`config.mk`:
```
export PLATFORM = sky130hd
export DESIGN_NAME = cswht_div_cell
export DESIGN_NICKNAME = d
export VERILOG_FILES = /design/src/sv/cswht_pkg.sv /design/src/sv/cswht_div_cell.sv
export SDC_FILE = /design/constraint.sdc
export NUM_CORES = 1
export LEC_CHECK = 0
export BUFFER_PORTS_ARGS = -buffer_cell sky130_fd_sc_hd__buf_2
export CAP_MARGIN = 20
export CORE_AREA = 2 2 172 174
export CTS_CLUSTER_SIZE = 14
export DETAILED_ROUTE_END_ITERATION = 16
export DIE_AREA = 0 0 174 176
export PLACE_DENSITY_LB_ADDON = 0.1
export SYNTH_ARGS = -nofsm -noshare
export SYNTH_HDL_FRONTEND = slang
export SYNTH_SLANG_ARGS = --single-unit
```
`constraint.sdc`:
```
create_clock -name clk -period 0.8 [get_ports clk]
set_input_delay 0.08 -clock clk [delete_from_list [all_inputs] [get_ports clk]]
set_output_delay 0.08 -clock clk [all_outputs]
set_load 0.005 [all_outputs]
```
`src/sv/cswht_pkg.sv`:
```
// ============================================================================
// cswht_pkg
// Shared widths, item types and cell payload structs for the sweep core.
// ============================================================================
`default_nettype none

package cswht_pkg;

    localparam int WB  = 32;            // word width of coordinates and result
    localparam int FB  = 16;            // fraction bits
    localparam int OW  = WB + 1;        // offset / relative velocity
    localparam int RW  = WB;            // radius sum
    localparam int PW  = 2 * OW;        // one signed product
    localparam int DW  = PW + 1;        // dot and cross
    localparam int S2W = PW;            // squared speed
    localparam int R2W = 2 * RW;        // squared radius sum
    localparam int CMW = PW;            // cross magnitude
    localparam int H   = CMW / 2;       // half split of s2 and cross magnitude
    localparam int LHW = R2W + S2W;     // R^2 * s2
    localparam int C2W = 2 * CMW;       // cross^2
    localparam int SQN = (LHW + 1) / 2; // root bits, one per sqrt cell
    localparam int NW  = DW + 1;        // dot - root
    localparam int QW  = NW + FB;       // scaled dividend, one bit per div cell

    typedef enum logic [1:0] {
        ST_HIT  = 2'd0,
        ST_ZERO = 2'd1,
        ST_MISS = 2'd2,
        ST_SAT  = 2'd3
    } status_t;

    typedef struct packed {
        logic signed [WB-1:0] mover_x;
        logic signed [WB-1:0] mover_y;
        logic signed [WB-1:0] mover_vx;
        logic signed [WB-1:0] mover_vy;
        logic [WB-2:0]        mover_radius;
        logic signed [WB-1:0] target_x;
        logic signed [WB-1:0] target_y;
        logic signed [WB-1:0] target_vx;
        logic signed [WB-1:0] target_vy;
        logic [WB-2:0]        target_radius;
    } pair_t;

    typedef struct packed {
        logic signed [WB-1:0] contact_time;
        status_t              status;
    } result_t;

    typedef struct packed {
        logic             valid;
        logic             zero;
        logic             miss;
        logic [DW-1:0]    dot;
        logic [S2W-1:0]   s2;
        logic [2*SQN-1:0] rad;
        logic [SQN+1:0]   rem;
        logic [SQN-1:0]   root;
    } sq_t;

    typedef struct packed {
        logic           valid;
        logic           zero;
        logic           miss;
        logic           neg;
        logic [QW-1:0]  num;
        logic [S2W-1:0] rem;
        logic [S2W-1:0] s2;
    } dv_t;

endpackage

`default_nettype wire

```
`src/sv/cswht_div_cell.sv`:
```
// ============================================================================
// cswht_div_cell
// One step of restoring division: shift in a dividend bit, shift out a
// quotient bit in its place.
// ============================================================================
`default_nettype none

module cswht_div_cell (
    input  wire logic          clk,
    input  wire logic          rst_n,
    input  wire logic          en,
    input  wire cswht_pkg::dv_t dv_in,
    output cswht_pkg::dv_t     dv_out
);
    import cswht_pkg::*;

    logic         vld_reg;
    dv_t          dv_reg;
    dv_t          dv_next;
    logic [S2W:0] tmp;
    logic         take;

    assign tmp  = {dv_in.rem, dv_in.num[QW-1]};
    assign take = (tmp >= (S2W+1)'(dv_in.s2));

    always_comb
    begin
        dv_next     = dv_in;
        dv_next.num = {dv_in.num[QW-2:0], take};
        dv_next.rem = take ? S2W'(tmp - (S2W+1)'(dv_in.s2)) : S2W'(tmp);
    end

    always_ff @(posedge clk or negedge rst_n)
    begin
        if (!rst_n)
            vld_reg <= 1'b0;
        else if (en)
            vld_reg <= dv_in.valid;
    end

    always_ff @(posedge clk)
    begin
        if (en)
            dv_reg <= dv_next;
    end

    always_comb
    begin
        dv_out       = dv_reg;
        dv_out.valid = vld_reg;
    end

endmodule

`default_nettype wire

```
==> impl_metrics.json <==
{
  "fmax_mhz": 405,
  "ys_ff_latch": 220,
  "clock-root-buffer": "clkbuf_16",
  "fp.dieW_um": 174,
  "fp.coreArea_sq_mm": 0.0285,
  "syn_inst": 1007,
  "crit_chain": "buf_2 -> inv_1 -> ha_4 -> nand4_4 -> or3_4 -> or4_4 -> o21ai_4 -> a311oi_2 -> and2_4 -> inv_12 -> buf_12 -> clkbuf_16 -> mux2_4",
  "start_util_pct": 43.0,
  "worst_setup_path_start_kind": "input port",
  "grt.busiest_layer": "met2",
  "grt_util_met3_pct": 5.47,
  "place.gp.congestion": 0.882,
  "num_vias": 12100,
  "synth_most_common_cell": "edfxtp_1",
  "drtPass1Iterations": 5,
  "powerDensity_mw_per_mm2": 1750,
  "grt_use_total_pct": 29.3,
  "layout-drive-gt1-share_pct": 53.8,
  "wl_mm": 46.6,
  "ir_drop_v": 0.00180,
  "yosysTopAreaCellShare_pct": 53.5,
  "die-height_um": 176,
  "fin_nets": 2310,
  "antenna_found_initial": 8,
  "seq_area_frac_synth_pct": 53.7,
  "synth_commonest_cells": "219 x edfxtp_1, 88 x inv_1, 84 x a21oi_1",
  "synth_edf_count": 219,
  "tightestPinTransition_ps": 558,
  "antenna_left": 0,
  "area_growth_syn_to_layout_pct": 79.0,
  "largest_register_ffs": 219,
  "ys_warn_count": 0,
  "io_buffers": 442,
  "grt_max_degree": 21,
  "crit_family": "simple AND/OR/NAND/NOR gates",
  "violations": "negative hold slack, negative setup slack",
  "die-area_sq_mm": 0.0306,
  "hp-class": "in -> reg",
  "setup_tns_ps": -230140,
  "final_max_slew_viol_count": 0,
  "hold_ws_ps": -49.8,
  "path_max_fanout": 7,
  "outcome": "complete, but fails checks",
  "ys_async_sr_fraction_pct": 0.455,
  "synthDistinctLibCells": 76,
  "grtUsageMet2_pct": 51.5,
  "grt_overflow_total": 0,
  "tritoncts": "done",
  "io-pin-count": 443,
  "critical_path.slowest_cell": "or4_4",
  "avgViaCountPerCell": 4.97,
  "ys_top_cells_by_area": "edfxtp_1 54%, mux2_4 7.0%, ha_1 6.7%",
  "arrival_ps": 2750,
  "clk_pin_slew_ps": 60,
  "synth_area_sq_mm": 0.0123,
  "grt_pass1_wl_mm": 69.9,
  "max_stage_delay_ps": 580,
  "setup_violations": 496,
  "setup_ws_ps": -1670,
  "num_rows": 62,
  "grt_pass1_vias": 12600,
  "clock_sinks": 220,
  "syn_area_per_cell_sq_um": 12.2,
  "power_uw": 38400,
  "finalClockSkew_ps": 0,
  "cts-htree-levels": 1,
  "synth_ff_type": "edfxtp_1",
  "clockBufferDepth": 3,
  "finalHoldViolations": 13,
  "slew_headroom_pct": 62.4,
  "routedWlPerCell_um": 19.2,
  "critical_path_buf_inv_count": 5,
  "worstPathRequired_ps": 1090,
  "hpwl_mm": 33.5,
  "numCtsBuffers": 25,
  "clock_latency_ps": 520,
  "end_kind": "flop",
  "drc_errors": 0,
  "drtIter0Drc": 731,
  "rsz0062_at_grt": "true",
  "grtUsageMet1_pct": 35.1,
  "synthesis.nets": 1297,
  "post-route-period-util_pct": 308,
  "yosys.area.top_type": "edfxtp_1",
  "path_class": "in -> reg",
  "maxCapViolCount": 0,
  "post-route-min-period_ps": 2470,
  "p_leak_uw": 0.0100,
  "pre_cts_ws_ps": -2560
}
==> routing by layer <==
layer | vias up | share of wire, %
met5 | - | 0.097
met4 | 8 | 4.7
met3 | 111 | 6.2
met2 | 442 | 49
met1 | 5723 | 40
li1 | 5784 | -
==> kinds of logic after synthesis <==
group                      Yosys count  synth area share (%)
xor gates and xnor gates            56                  3.99
DFF                                220                  53.7
adders and majority gates           67                  6.88
and+or+nand+nor                    213                  8.50
muxes                               65                  7.67
AOI/OAI and AO/OA                  256                  13.8
buffers and inverters              130                  5.49
==> cells in the final DEF, fill, tap and decap left out, types with 5 or more instances in the layout <==
master / instances
o21ai_0: 34
o21ai_1: 9
mux2_4: 61
ha_1: 25
a21oi_1: 70
a21o_1: 34
o21ai_4: 5
inv_1: 57
dlygate4sd3_1: 199
nand3_1: 13
nand2_2: 7
o21ai_2: 5
o211ai_1: 7
xor2_1: 23
buf_8: 7
clkbuf_16: 27
a211oi_1: 5
nand4_1: 26
buf_2: 409
edfxtp_1: 219
inv_2: 25
buf_12: 17
o21a_1: 8
nor3_1: 13
ha_4: 41
inv_4: 5
buf_6: 38
nand2_4: 5
a21oi_2: 14
o21bai_1: 13
a21oi_4: 7
nor2_1: 51
xnor2_1: 33
nor2_2: 6
nand2_1: 47
buf_4: 353
==> area by class of cell <==
type,count,area [sq um]
repair buffers,1027,7670
flip-flops and latches,220,6600
fillers,1896,6550
multi-input cells,657,6020
clock buffers,32,682
well taps,384,480
inverters,89,372
clock inverters,13,158
diodes,4,10.0
==> final timing paths <==
| path | start | end | slack, ps | depth (start not counted) |
|---|---|---|---|---|
| max in group asynchronous | rst_n | vld_reg | 290 | 3 |
| worst max-delay path | dv_in[12] | dv_out[126] | -1670 | 13 |
| worst max register to register | vld_reg | vld_reg | 40 | 1 |
| min in group asynchronous | rst_n | vld_reg | 400 | 3 |
| worst min register to register | vld_reg | vld_reg | 530 | 1 |
| worst min-delay path | dv_in[107] | dv_out[108] | -50 | 3 |
==> report_power, final <==
group	internal, uW	leakage, uW	switching, uW
Combinational	6800	0.00745	5340
Clock	7000	0.000402	4800
Sequential	14200	0.00216	348
Total	28000	0.0100	10500
==> timing repair <==
action / in CTS / in global routing
pin swaps: 59 / 34
hold buffers: 198 / 2
setup buffers: 38 / 18
cloned: 1 / 2
endpoints found under the setup margin: 287 / 506
resized for setup: 164 / 50
hold endpoints to repair: 232 / 21
==> metrics by stage <==
step                area, sq um  cells  utilization, %  hold slack, ps
floorplan                 12700   1007               -            -216
global placement          17700   2127            62.0            -145
detailed placement        17700   2127            62.0            -144
CTS                       21600   2406            75.7           -78.8
global route              22000   2426            77.0           -58.4
finish                    22000   2426            77.0           -49.8
Note: power is estimated with default switching activity, not from simulation.
