[src/sv/cswht_pkg.sv]
// ============================================================================
// cswht_pkg
// Shared widths, item types and cell payload structs for the sweep core.
// ============================================================================
`default_nettype none

package cswht_pkg;

    localparam int WB  = 32;            // word width of coordinates and result
    localparam int FB  = 16;            // fraction bits
    localparam int OW  = WB + 1;        // offset / relative velocity
    localparam int RW  = WB;            // radius sum
    localparam int PW  = 2 * OW;        // one signed product
    localparam int DW  = PW + 1;        // dot and cross
    localparam int S2W = PW;            // squared speed
    localparam int R2W = 2 * RW;        // squared radius sum
    localparam int CMW = PW;            // cross magnitude
    localparam int H   = CMW / 2;       // half split of s2 and cross magnitude
    localparam int LHW = R2W + S2W;     // R^2 * s2
    localparam int C2W = 2 * CMW;       // cross^2
    localparam int SQN = (LHW + 1) / 2; // root bits, one per sqrt cell
    localparam int NW  = DW + 1;        // dot - root
    localparam int QW  = NW + FB;       // scaled dividend, one bit per div cell

    typedef enum logic [1:0] {
        ST_HIT  = 2'd0,
        ST_ZERO = 2'd1,
        ST_MISS = 2'd2,
        ST_SAT  = 2'd3
    } status_t;

    typedef struct packed {
        logic signed [WB-1:0] mover_x;
        logic signed [WB-1:0] mover_y;
        logic signed [WB-1:0] mover_vx;
        logic signed [WB-1:0] mover_vy;
        logic [WB-2:0]        mover_radius;
        logic signed [WB-1:0] target_x;
        logic signed [WB-1:0] target_y;
        logic signed [WB-1:0] target_vx;
        logic signed [WB-1:0] target_vy;
        logic [WB-2:0]        target_radius;
    } pair_t;

    typedef struct packed {
        logic signed [WB-1:0] contact_time;
        status_t              status;
    } result_t;

    typedef struct packed {
        logic             valid;
        logic             zero;
        logic             miss;
        logic [DW-1:0]    dot;
        logic [S2W-1:0]   s2;
        logic [2*SQN-1:0] rad;
        logic [SQN+1:0]   rem;
        logic [SQN-1:0]   root;
    } sq_t;

    typedef struct packed {
        logic           valid;
        logic           zero;
        logic           miss;
        logic           neg;
        logic [QW-1:0]  num;
        logic [S2W-1:0] rem;
        logic [S2W-1:0] s2;
    } dv_t;

endpackage

`default_nettype wire

[src/sv/cswht_sqrt_cell.sv]
// ============================================================================
// cswht_sqrt_cell
// One digit of the restoring square root: bring down two bits, try a root bit.
// ============================================================================
`default_nettype none

module cswht_sqrt_cell (
    input  wire logic          clk,
    input  wire logic          rst_n,
    input  wire logic          en,
    input  wire cswht_pkg::sq_t sq_in,
    output cswht_pkg::sq_t     sq_out
);
    import cswht_pkg::*;

    logic           vld_reg;
    sq_t            sq_reg;
    sq_t            sq_next;
    logic [SQN+3:0] tmp;
    logic [SQN+3:0] trial;
    logic           take;

    assign tmp   = {sq_in.rem, sq_in.rad[2*SQN-1 -: 2]};
    assign trial = (SQN+4)'({sq_in.root, 2'b01});
    assign take  = (tmp >= trial);

    always_comb
    begin
        sq_next      = sq_in;
        sq_next.rad  = sq_in.rad << 2;
        sq_next.rem  = take ? (SQN+2)'(tmp - trial) : (SQN+2)'(tmp);
        sq_next.root = {sq_in.root[SQN-2:0], take};
    end

    always_ff @(posedge clk or negedge rst_n)
    begin
        if (!rst_n)
            vld_reg <= 1'b0;
        else if (en)
            vld_reg <= sq_in.valid;
    end

    always_ff @(posedge clk)
    begin
        if (en)
            sq_reg <= sq_next;
    end

    always_comb
    begin
        sq_out       = sq_reg;
        sq_out.valid = vld_reg;
    end

endmodule

`default_nettype wire

[config.mk]
export PLATFORM = sky130hd
export DESIGN_NAME = cswht_sqrt_cell
export DESIGN_NICKNAME = d
export VERILOG_FILES = /design/src/sv/cswht_pkg.sv /design/src/sv/cswht_sqrt_cell.sv
export SDC_FILE = /design/constraint.sdc
export NUM_CORES = 1
export LEC_CHECK = 0
export ABC_CLOCK_PERIOD_IN_PS = 800
export BUFFER_PORTS_ARGS = -buffer_cell sky130_fd_sc_hd__buf_2
export CORE_AREA = 2 2 315 317
export DETAILED_ROUTE_END_ITERATION = 8
export DIE_AREA = 0 0 317 319
export PLACE_DENSITY = 0.47
export SLEW_MARGIN = 20
export SYNTH_ARGS = -nofsm -noshare
export SYNTH_HDL_FRONTEND = slang
export SYNTH_SLANG_ARGS = --single-unit
[constraint.sdc]
create_clock -name clk -period 0.8 [get_ports clk]
set_clock_uncertainty 0.15 [all_clocks]
set_input_delay 0.08 -clock clk [delete_from_list [all_inputs] [get_ports clk]]
set_output_delay 0.08 -clock clk [all_outputs]
set_load 0.01 [all_outputs]
==> impl_metrics.tcl <==
set metrics [dict create \
    period_share_pct 365.6 \
    fin_nets 3246 \
    wl_um 93500 \
    rr_startpoint "vld_reg" \
    critPathKind "primary input to flip-flop" \
    rsz0062_at_grt "yes" \
    hold_path_class "primary input to flip-flop" \
    cts_root_buffer "clkbuf_16" \
    endpoint "sq_out[119]" \
    fin_util_pct 33.99 \
    vias_per_cell 3.969 \
    violations "negative hold slack, negative setup slack" \
    endpoint_kind "flip-flop" \
    ys_ff_latch 396 \
    power.leakage_nw 14.40 \
    setup_violations 465 \
    power.density_mw_per_mm2 1994 \
    antenna_found_initial 34 \
    slowest_delay_ns 0.34 \
    place_ws_ns -3.250 \
    clk_pin_slew_ns 0.06 \
    grt_max_degree 30 \
    syn_inst 1205 \
    vdd_drop_max_v 0.001564 \
    first_pass_iters 5 \
    area_growth_pct 96.39 \
    status "complete, but fails checks" \
    largest_reg_flops 395 \
    critical_path.max_fanout 8 \
    critPathArrivalTime_ns 3.14 \
    finalHoldViolCount 331 \
    critPathLaunch "sq_in[1]" \
    syn_area_mm2 0.01691 \
    r2r_end "vld_reg" \
    slew_viol_final 0 \
    synth_cell_type_count 59 \
    pin_count 799 \
    synth_ff_type "edfxtp_1" \
    min_from "sq_in[71]" \
    cp_num_buf_inv 5 \
    core_region_area_mm2 0.09770 \
    synth_top_area_share_pct 70.14 \
    grt.total_usage_pct 17.66 \
    synth_top_family_by_area "compound AO/OA/AOI/OAI gates" \
    synth_mux_area_share_pct 1.132 \
    r2r_slack_ns -0.12 \
    required_ns 1.01 \
    grt_pass1_vias 17180 \
    start_util_pct 17.31 \
    wl_per_cell_um 22.64 \
    crit_chain "buf_2 -> inv_2 -> ha_4 -> o21ai_4 -> buf_12 -> a221oi_4 -> o2bb2ai_4 -> nor4_4 -> o2111ai_2 -> a31o_1 -> o31a_1 -> o31ai_4 -> buf_12 -> clkbuf_16 -> mux2_4" \
    yosysWarnings 0 \
    max_freq_mhz 341.9 \
    fin_crit_ns 2.925 \
    synthAdderAreaFrac_pct 4.957 \
    synthXorXnorAreaFrac_pct 3.056 \
    fill_cells 9851 \
    yosysTopAreaCell "edfxtp_1" \
    synth_compound_area_share_pct 10.73 \
    place.gp.congestion 0.8479 \
    hpwlAfterDp_um 74640 \
    critPathTopFamily "compound AO/OA/AOI/OAI gates" \
    async_flop_share_pct 0.2525 \
    vias 16390 \
    worstSkewPairLatency_ns 0.61 \
    reg2reg_depth 1 \
    drc_errors 0 \
    grt_pass1_wl_um 126000 \
    crit_slowest_cell "o31a_1" \
    rows 115 \
    gr-total-overflow 0 \
    p_total_mw 66.22 \
    dieArea_mm2 0.1011 \
    yosysSeqAreaShare_pct 70.29 \
    synth-edff-count 395 \
    start_kind "primary input" \
    clock_sinks 396 \
    worst_hold_slack_ns -0.3756 \
    cts.path.max_buffers 3 \
    maxCapViolations 0 \
    synthSimpleGateAreaFrac_pct 6.755 \
    port_buffers 796 \
    synth_area_leaders "edfxtp_1 70%, ha_1 5.0%, a21oi_1 3.9%" \
    crit_top_cell "buf_12" \
    cts_made_buffers 49 \
    chipHeight_um 319 \
    drt-initial-drc-count 952 \
    holdPathStages 3 \
    fp.dieW_um 317 \
    syn_area_per_cell_um2 14.03 \
    ant_nets 0 \
    finalWorstSetupSlack_ns -2.125 \
    cts.htree.levels 2 \
    drive_above_1_share_pct 50.98 \
    cts_tree "done" \
    cp.depth 15 \
]
-- metal layers --
| layer | vias up | GRT usage, % | part of all wire [%] |
|---|---|---|---|
| li1 | 7697 | - | - |
| met1 | 7942 | 19.48 | 37 |
| met2 | 589 | 31.40 | 50 |
| met3 | 144 | 5.020 | 7.9 |
| met4 | 16 | 7.421 | 4.9 |
| met5 | - | 0 | 0.12 |
-- kinds of logic after synthesis --
kind of cell	after synthesis
other	1
muxes	17
DFF	396
AOI/OAI and AO/OA	290
and+or+nand+nor	245
buffers and inverters	130
adders and majority gates	67
xor gates and xnor gates	59
-- synth_stat cells (3+ instances only) --
cell type	number
or2_2	3
ha_1	67
a31oi_1	5
nor2b_1	4
inv_1	86
mux2_2	7
o221ai_1	3
nand2b_1	9
o2111ai_1	4
buf_4	3
o21ai_0	37
buf_2	15
and3_1	10
nor2_1	87
a21oi_1	131
clkbuf_1	26
edfxtp_1	395
and2_1	9
nor3_1	12
a221oi_1	7
o31ai_1	3
nand3_1	14
mux2_1	10
o21ai_1	3
o21a_1	8
o211ai_1	5
o21bai_1	15
a21o_1	41
and4_1	4
a211oi_1	3
xor2_1	23
xnor2_1	36
nand4_1	18
or3_1	6
nand2_1	65
-- power by group --
group / internal (mW) / switching, mW / leakage (nW)
registers: 25.2 / 0.772 / 3.88
logic: 8.29 / 7.87 / 9.67
clock network: 14.6 / 9.55 / 0.849
-- timing repair --
action                                 4_1_cts  5_1_grt
endpoints found under the hold margin      791      437
pin swaps                                    6        4
setup endpoints to repair                  465      465
hold buffers                               375        6
setup buffers                               13        8
cloned                                       2        2
gates resized for setup                    297       67
-- final cells by class --
type | instances | area (um2) | area share [%]
clock buffer | 60 | 1349 | 4.061
sequential | 396 | 11890 | 35.79
clock inverter | 32 | 379.1 | 1.142
tap | 1287 | 1610 | 4.849
inverter | 86 | 335.3 | 1.010
antenna | 23 | 57.56 | 0.1733
timing repair buffer | 1565 | 12110 | 36.45
multi-input combinational | 680 | 5488 | 16.52
-- worst min-delay path, stage by stage --
cell and delay, ns:
buf_6 0.08, nor2_1 0.04, a21oi_2 0.08
-- through the flow --
step | instances | TNS, ns | instance area [um2]
after floorplan | 1206 | -146.85 | 17850
final | 4129 | -363.93 | 33210
after global placement | 3612 | -288.58 | 26080
after global routing | 4118 | -396.13 | 33180
after CTS | 4093 | -386.40 | 32770
after detailed placement | 3612 | -285.53 | 26080
-- placed cells by master (no fill, tap or decap), types with 9 or more instances in the layout --
cell,synthesis,layout
buf_4,3,343
inv_2,0,14
o21ai_0,37,29
nand3_1,14,13
clkinv_1,0,10
and2_1,9,9
edfxtp_1,395,395
clkinv_2,0,10
o21bai_1,15,13
nor2_2,0,9
ha_1,67,36
buf_2,15,652
a21oi_1,131,74
ha_4,0,30
nand2b_1,9,9
buf_12,0,26
dlygate4sd3_1,0,381
mux2_4,0,15
nand4_1,18,18
diode_2,0,23
inv_1,86,69
nor3_1,12,10
buf_6,0,152
a21o_1,41,41
xnor2_1,36,35
nor2_1,87,75
clkbuf_16,0,52
a21oi_2,0,53
nand2_1,65,60
xor2_1,23,23
-- worst min-delay path by stage --
stage	to	slack, ns
after floorplan	vld_reg	-0.37
after global placement	vld_reg	-0.29
after detailed placement	vld_reg	-0.29
after CTS	sq_out[7]	-0.57
after global routing	sq_out[73]	-0.40
final	sq_out[73]	-0.38
Note: power is estimated with default switching activity, not from simulation.
