File: src/sv/cswht_pkg.sv
// ============================================================================
// cswht_pkg
// Shared widths, item types and cell payload structs for the sweep core.
// ============================================================================
`default_nettype none

package cswht_pkg;

    localparam int WB  = 32;            // word width of coordinates and result
    localparam int FB  = 16;            // fraction bits
    localparam int OW  = WB + 1;        // offset / relative velocity
    localparam int RW  = WB;            // radius sum
    localparam int PW  = 2 * OW;        // one signed product
    localparam int DW  = PW + 1;        // dot and cross
    localparam int S2W = PW;            // squared speed
    localparam int R2W = 2 * RW;        // squared radius sum
    localparam int CMW = PW;            // cross magnitude
    localparam int H   = CMW / 2;       // half split of s2 and cross magnitude
    localparam int LHW = R2W + S2W;     // R^2 * s2
    localparam int C2W = 2 * CMW;       // cross^2
    localparam int SQN = (LHW + 1) / 2; // root bits, one per sqrt cell
    localparam int NW  = DW + 1;        // dot - root
    localparam int QW  = NW + FB;       // scaled dividend, one bit per div cell

    typedef enum logic [1:0] {
        ST_HIT  = 2'd0,
        ST_ZERO = 2'd1,
        ST_MISS = 2'd2,
        ST_SAT  = 2'd3
    } status_t;

    typedef struct packed {
        logic signed [WB-1:0] mover_x;
        logic signed [WB-1:0] mover_y;
        logic signed [WB-1:0] mover_vx;
        logic signed [WB-1:0] mover_vy;
        logic [WB-2:0]        mover_radius;
        logic signed [WB-1:0] target_x;
        logic signed [WB-1:0] target_y;
        logic signed [WB-1:0] target_vx;
        logic signed [WB-1:0] target_vy;
        logic [WB-2:0]        target_radius;
    } pair_t;

    typedef struct packed {
        logic signed [WB-1:0] contact_time;
        status_t              status;
    } result_t;

    typedef struct packed {
        logic             valid;
        logic             zero;
        logic             miss;
        logic [DW-1:0]    dot;
        logic [S2W-1:0]   s2;
        logic [2*SQN-1:0] rad;
        logic [SQN+1:0]   rem;
        logic [SQN-1:0]   root;
    } sq_t;

    typedef struct packed {
        logic           valid;
        logic           zero;
        logic           miss;
        logic           neg;
        logic [QW-1:0]  num;
        logic [S2W-1:0] rem;
        logic [S2W-1:0] s2;
    } dv_t;

endpackage

`default_nettype wire

File: src/sv/cswht_tail.sv
// ============================================================================
// cswht_tail
// Numerator and sign ahead of the divider, then floor correction, saturation
// and the result register behind it.
// ============================================================================
`default_nettype none

module cswht_tail (
    input  wire logic              clk,
    input  wire logic              rst_n,
    input  wire logic              en,
    input  wire cswht_pkg::sq_t     sq_in,
    output cswht_pkg::dv_t         dv_first,
    input  wire cswht_pkg::dv_t     dv_last,
    output logic                   result_valid,
    output cswht_pkg::result_t     result
);
    import cswht_pkg::*;

    logic          v1_reg, v2_reg, rv_reg;
    logic          z1_reg, m1_reg;
    logic [NW-1:0] n1_reg;
    logic [S2W-1:0] s21_reg;
    dv_t           dv_reg;
    result_t       res_reg;
    result_t       res_next;

    logic [QW:0]   q1;
    logic          sat;

    always_ff @(posedge clk or negedge rst_n)
    begin
        if (!rst_n)
        begin
            v1_reg <= 1'b0;
            v2_reg <= 1'b0;
            rv_reg <= 1'b0;
        end
        else if (en)
        begin
            v1_reg <= sq_in.valid;
            v2_reg <= v1_reg;
            rv_reg <= dv_last.valid;
        end
    end

    always_ff @(posedge clk)
    begin
        if (en)
        begin
            z1_reg  <= sq_in.zero;
            m1_reg  <= sq_in.miss;
            s21_reg <= sq_in.s2;
            n1_reg  <= $unsigned(NW'($signed(sq_in.dot)) - NW'({1'b0, sq_in.root}));

            dv_reg.valid <= v1_reg;
            dv_reg.zero  <= z1_reg;
            dv_reg.miss  <= m1_reg;
            dv_reg.neg   <= n1_reg[NW-1];
            dv_reg.num   <= {(n1_reg[NW-1] ? (NW'(0) - n1_reg) : n1_reg), {FB{1'b0}}};
            dv_reg.rem   <= '0;
            dv_reg.s2    <= s21_reg;

            res_reg <= res_next;
        end
    end

    always_comb
    begin
        dv_first       = dv_reg;
        dv_first.valid = v2_reg;
    end

    // round toward minus infinity, then clamp to the word range
    assign q1  = (QW+1)'(dv_last.num) + (QW+1)'(dv_last.neg && (dv_last.rem != '0));
    assign sat = dv_last.neg ? ((|q1[QW:WB]) || (q1[WB-1] && (|q1[WB-2:0])))
                             : (|q1[QW:WB-1]);

    always_comb
    begin
        res_next.contact_time = '0;
        res_next.status       = ST_HIT;
        if (dv_last.zero)
            res_next.status = ST_ZERO;
        else if (dv_last.miss)
            res_next.status = ST_MISS;
        else if (sat)
        begin
            res_next.status       = ST_SAT;
            res_next.contact_time = dv_last.neg ? {1'b1, {(WB-1){1'b0}}}
                                                : {1'b0, {(WB-1){1'b1}}};
        end
        else
            res_next.contact_time = dv_last.neg ? $signed(WB'(0) - q1[WB-1:0])
                                                : $signed(q1[WB-1:0]);
    end

    assign result_valid = rv_reg;
    assign result       = res_reg;

endmodule

`default_nettype wire

File: config.mk
export PLATFORM = sky130hd
export DESIGN_NAME = cswht_tail
export DESIGN_NICKNAME = d
export VERILOG_FILES = /design/src/sv/cswht_pkg.sv /design/src/sv/cswht_tail.sv
export SDC_FILE = /design/constraint.sdc
export NUM_CORES = 1
export LEC_CHECK = 0
export BUFFER_PORTS_ARGS = -buffer_cell sky130_fd_sc_hd__buf_2
export CORE_AREA = 5 5 339 341
export CTS_CLUSTER_SIZE = 8
export DETAILED_ROUTE_END_ITERATION = 10
export DIE_AREA = 0 0 344 346
export MAX_ROUTING_LAYER = met4
export SLEW_MARGIN = 30
export SYNTH_ARGS = -nofsm -noshare
export SYNTH_HDL_FRONTEND = slang
export SYNTH_SLANG_ARGS = --single-unit
File: constraint.sdc
create_clock -name clk -period 9.9 [get_ports clk]
set_input_delay 0.495 -clock clk [delete_from_list [all_inputs] [get_ports clk]]
set_output_delay 0.495 -clock clk [all_outputs]
set_load 0.01 [all_outputs]
==> summary.txt <==
Status: finished, final reports clean
Clock latency on the worst-skew pair: 0.60 ns
Worst path arrival time: 6.69 ns
Overflow after GRT: 0
TritonCTS Buffers: 46
Vias in the first global route: 15900
Layout cells sized above 1: 26.5%
Setup violations, final: 0
Number of setup buffers added after CTS: 0
Worst Path Buf+Inv: 3
Antenna-violating nets left: 0
Cell variety after synth: 83
RSZ-0062 raised after global routing: false
Comb power frac: 20.2%
Final core utilization: 22.3%
Clk_skew: 0.0228 ns
Sequential Power Share: 43.4%
Dpl cell area: 0.0234 mm^2
Reg2reg start: n1_reg[5]
Worst hold path cell count: 1
FFs w/ async S/R, synth: 0.968%
Leading cell type in the layout, fill and taps excluded: buf_2
Family with the most delay on the worst path: simple AND/OR/NAND/NOR gates
Mapped Avg Cell Area: 10.4 um^2
Rows: 123
Met2 wire len: 33800 um
Wire per inst: 18.8 um
Fin. Hold Viols: 0
Via/cell ratio: 4.16
Fmax: 156 MHz
R2r setup slk: 5.31 ns
Total wire length: 73500 um
TritonCTS clock tree: done
WS Path Type: primary input to flip-flop
R2R depth: 10
CTS resizes: 0
Library cell with the largest summed area after synthesis: edfxtp_1
Switching Share: 29.5%
Synth warn: 0
CTS Hold Bufs: 9
Min-delay src: sq_in[292]
Pre-antenna DRT Iters: 5
CP peak stage delay: 0.75 ns
Clk slew on worst S/H paths: 0.05 ns
RR Endpoint: dv_first[211]
Switch Pwr: 1.17 mW
CP Launch Type: primary input
Syn Inst Count: 1864
Area of the core: 0.112 mm^2
Flip-flop count of the largest register after layout: 137
Initial core utilization: 17.4%
Worst Path Max Fanout: 32
Via Count: 16300
IR Drop Worst-Case VDD: 0.117 mV
Int Power: 2.80 mW
Pwr Total: 3.97 mW
Highest routed layer: met4
PortBufs: 530
Hold EP: s21_reg[30]
Ys flop type: edfxtp_1
Met3 wire len: 7220 um
Die Width: 344 um
Hold Path Class: primary input to flip-flop
Area grow syn2layout: 28.2%
CP cell instances: buf_2 > inv_1 > a41oi_1 > ha_1 > nand4_1 > nor4_1 > nand4_1 > or4_1 > mux2_2 > o211ai_1 > or4_1 > nor2_1 > buf_4 > a21o_1 > o21ai_0
Seq/Total Area, Yosys: 47.9%
Setup TNS: 0 ns
Clock sinks: 310
Leak pwr: 9.73 nW
DRT iter0 DRCs: 940
P per Cell Area: 160 mW/mm^2
Min Tclk post-route: 6.40 ns
Routed metal-1 wirelength: 30200 um
Largest cells by area after synthesis: edfxtp_1 48%, xnor2_1 6.6%, ha_1 4.5%, buf_4 3.2%, a21oi_1 2.7%
Crit end category: flip-flop
Post-Synthesis Cell Area: 0.0194 mm^2
Clock network fraction of design power: 36.4%
CP required: 10.19 ns
Initial antenna violation count: 13
Final Instance Area: 0.0249 mm^2
H-tree Lvls: 2
Root buffer cell: clkbuf_16
Post-synth EDFFs: 307
Final nets: 3086
Commonest cells after routing, fill and taps aside: 529 x buf_2, 307 x edfxtp_1, 145 x xnor2_1
Top Ports: 876
HPWL after DPL: 61100 um
Tot GR Track Use: 11.9%
Final Wtd Congestion: 0.901
Number of remaining DRC errors: 0
Max Root-Sink Buffers: 3
Slew HR: 41.3%
Fin crit share: 64.6%
Yosys reg bits: 310
Largest net degree at the start of global routing: 134
Die area: 0.119 mm^2
Die H: 346 um
Worst Tran Pin Value: 0.871 ns
Max Slew Vio Count: 0
CP max stage cell: nor4_1
Max-cap check violation count: 0
Post-synth top area share: 47.6%
First-pass GRT wire length: 103000 um
==> through the flow <==
stage / setup WS (ns) / cells / hold slack, ns
final: 3.50 / 3920 / 0.0780
after global routing: 3.27 / 3920 / 0.0151
after CTS: 3.78 / 3913 / 0.000896
after detailed placement: 3.11 / 3836 / 0.300
after global placement: 3.19 / 3836 / 0.296
after floorplan: 5.46 / 1945 / 0.199
==> final cells by class <==
cell class                      count  area, um^2
Tap cell                         1500        1880
Sequential cell                   310        9290
Multi-Input combinational cell   1384        9130
Antenna cell                        5        12.5
Clock buffer                       59        1210
Clock inverter                      9        82.6
Timing Repair Buffer              551        2870
Inverter                          102         383
Fill cell                       12200       86700
==> power groups by stage <==
stage | combinational [mW] | clock, mW | sequential (mW)
final | 0.802 | 1.44 | 1.72
after global routing | 0.886 | 1.56 | 1.74
after CTS | 0.812 | 1.52 | 1.73
after detailed placement | 0.806 | 0 | 1.75
after global placement | 0.801 | 0 | 1.74
after floorplan | 0.411 | 0 | 1.76
==> metal layers <==
metal	vias up	global-route usage (%)
met1	7623	14.0
met2	674	19.1
li1	7905	-
met3	108	4.17
met5	-	-
met4	0	4.10
==> worst max path at each step <==
stage | start | end | depth (start not counted)
final | dv_last[216] | result[24] | 15
after global placement | dv_last[216] | result[24] | 15
after CTS | dv_last[216] | result[26] | 15
after floorplan | dv_last[216] | result[29] | 15
after detailed placement | dv_last[216] | result[24] | 15
after global routing | dv_last[216] | result[26] | 15
==> kinds of logic after synthesis <==
| logic type | share of synthesized area [%] |
|---|---|
| and+or+nand+nor | 16.3 |
| AOI/OAI and AO/OA | 14.9 |
| DFF | 47.9 |
| buffers and inverters | 6.56 |
| xor gates and xnor gates | 9.04 |
| adders and majority gates | 4.56 |
| muxes | 0.755 |
| other | 0.0193 |
==> worst register-to-register path, delay by kind of cell, from the launching register on <==
family | cells | cell delay (ns)
flops | 1 | 0.42
xor+xnor | 1 | 0.09
compound gates | 1 | 0.31
simple gates | 8 | 3.52
==> Yosys cell counts (all sizes together), types with 58 or more instances <==
library cell,number
nand3,73
xnor2,145
edfxtp,307
inv,102
nor2,102
a21oi,106
ha,69
buf,95
nand2,119
nand4,58
a21o,58
o21ai,98
Note: power is estimated with default switching activity, not from simulation.
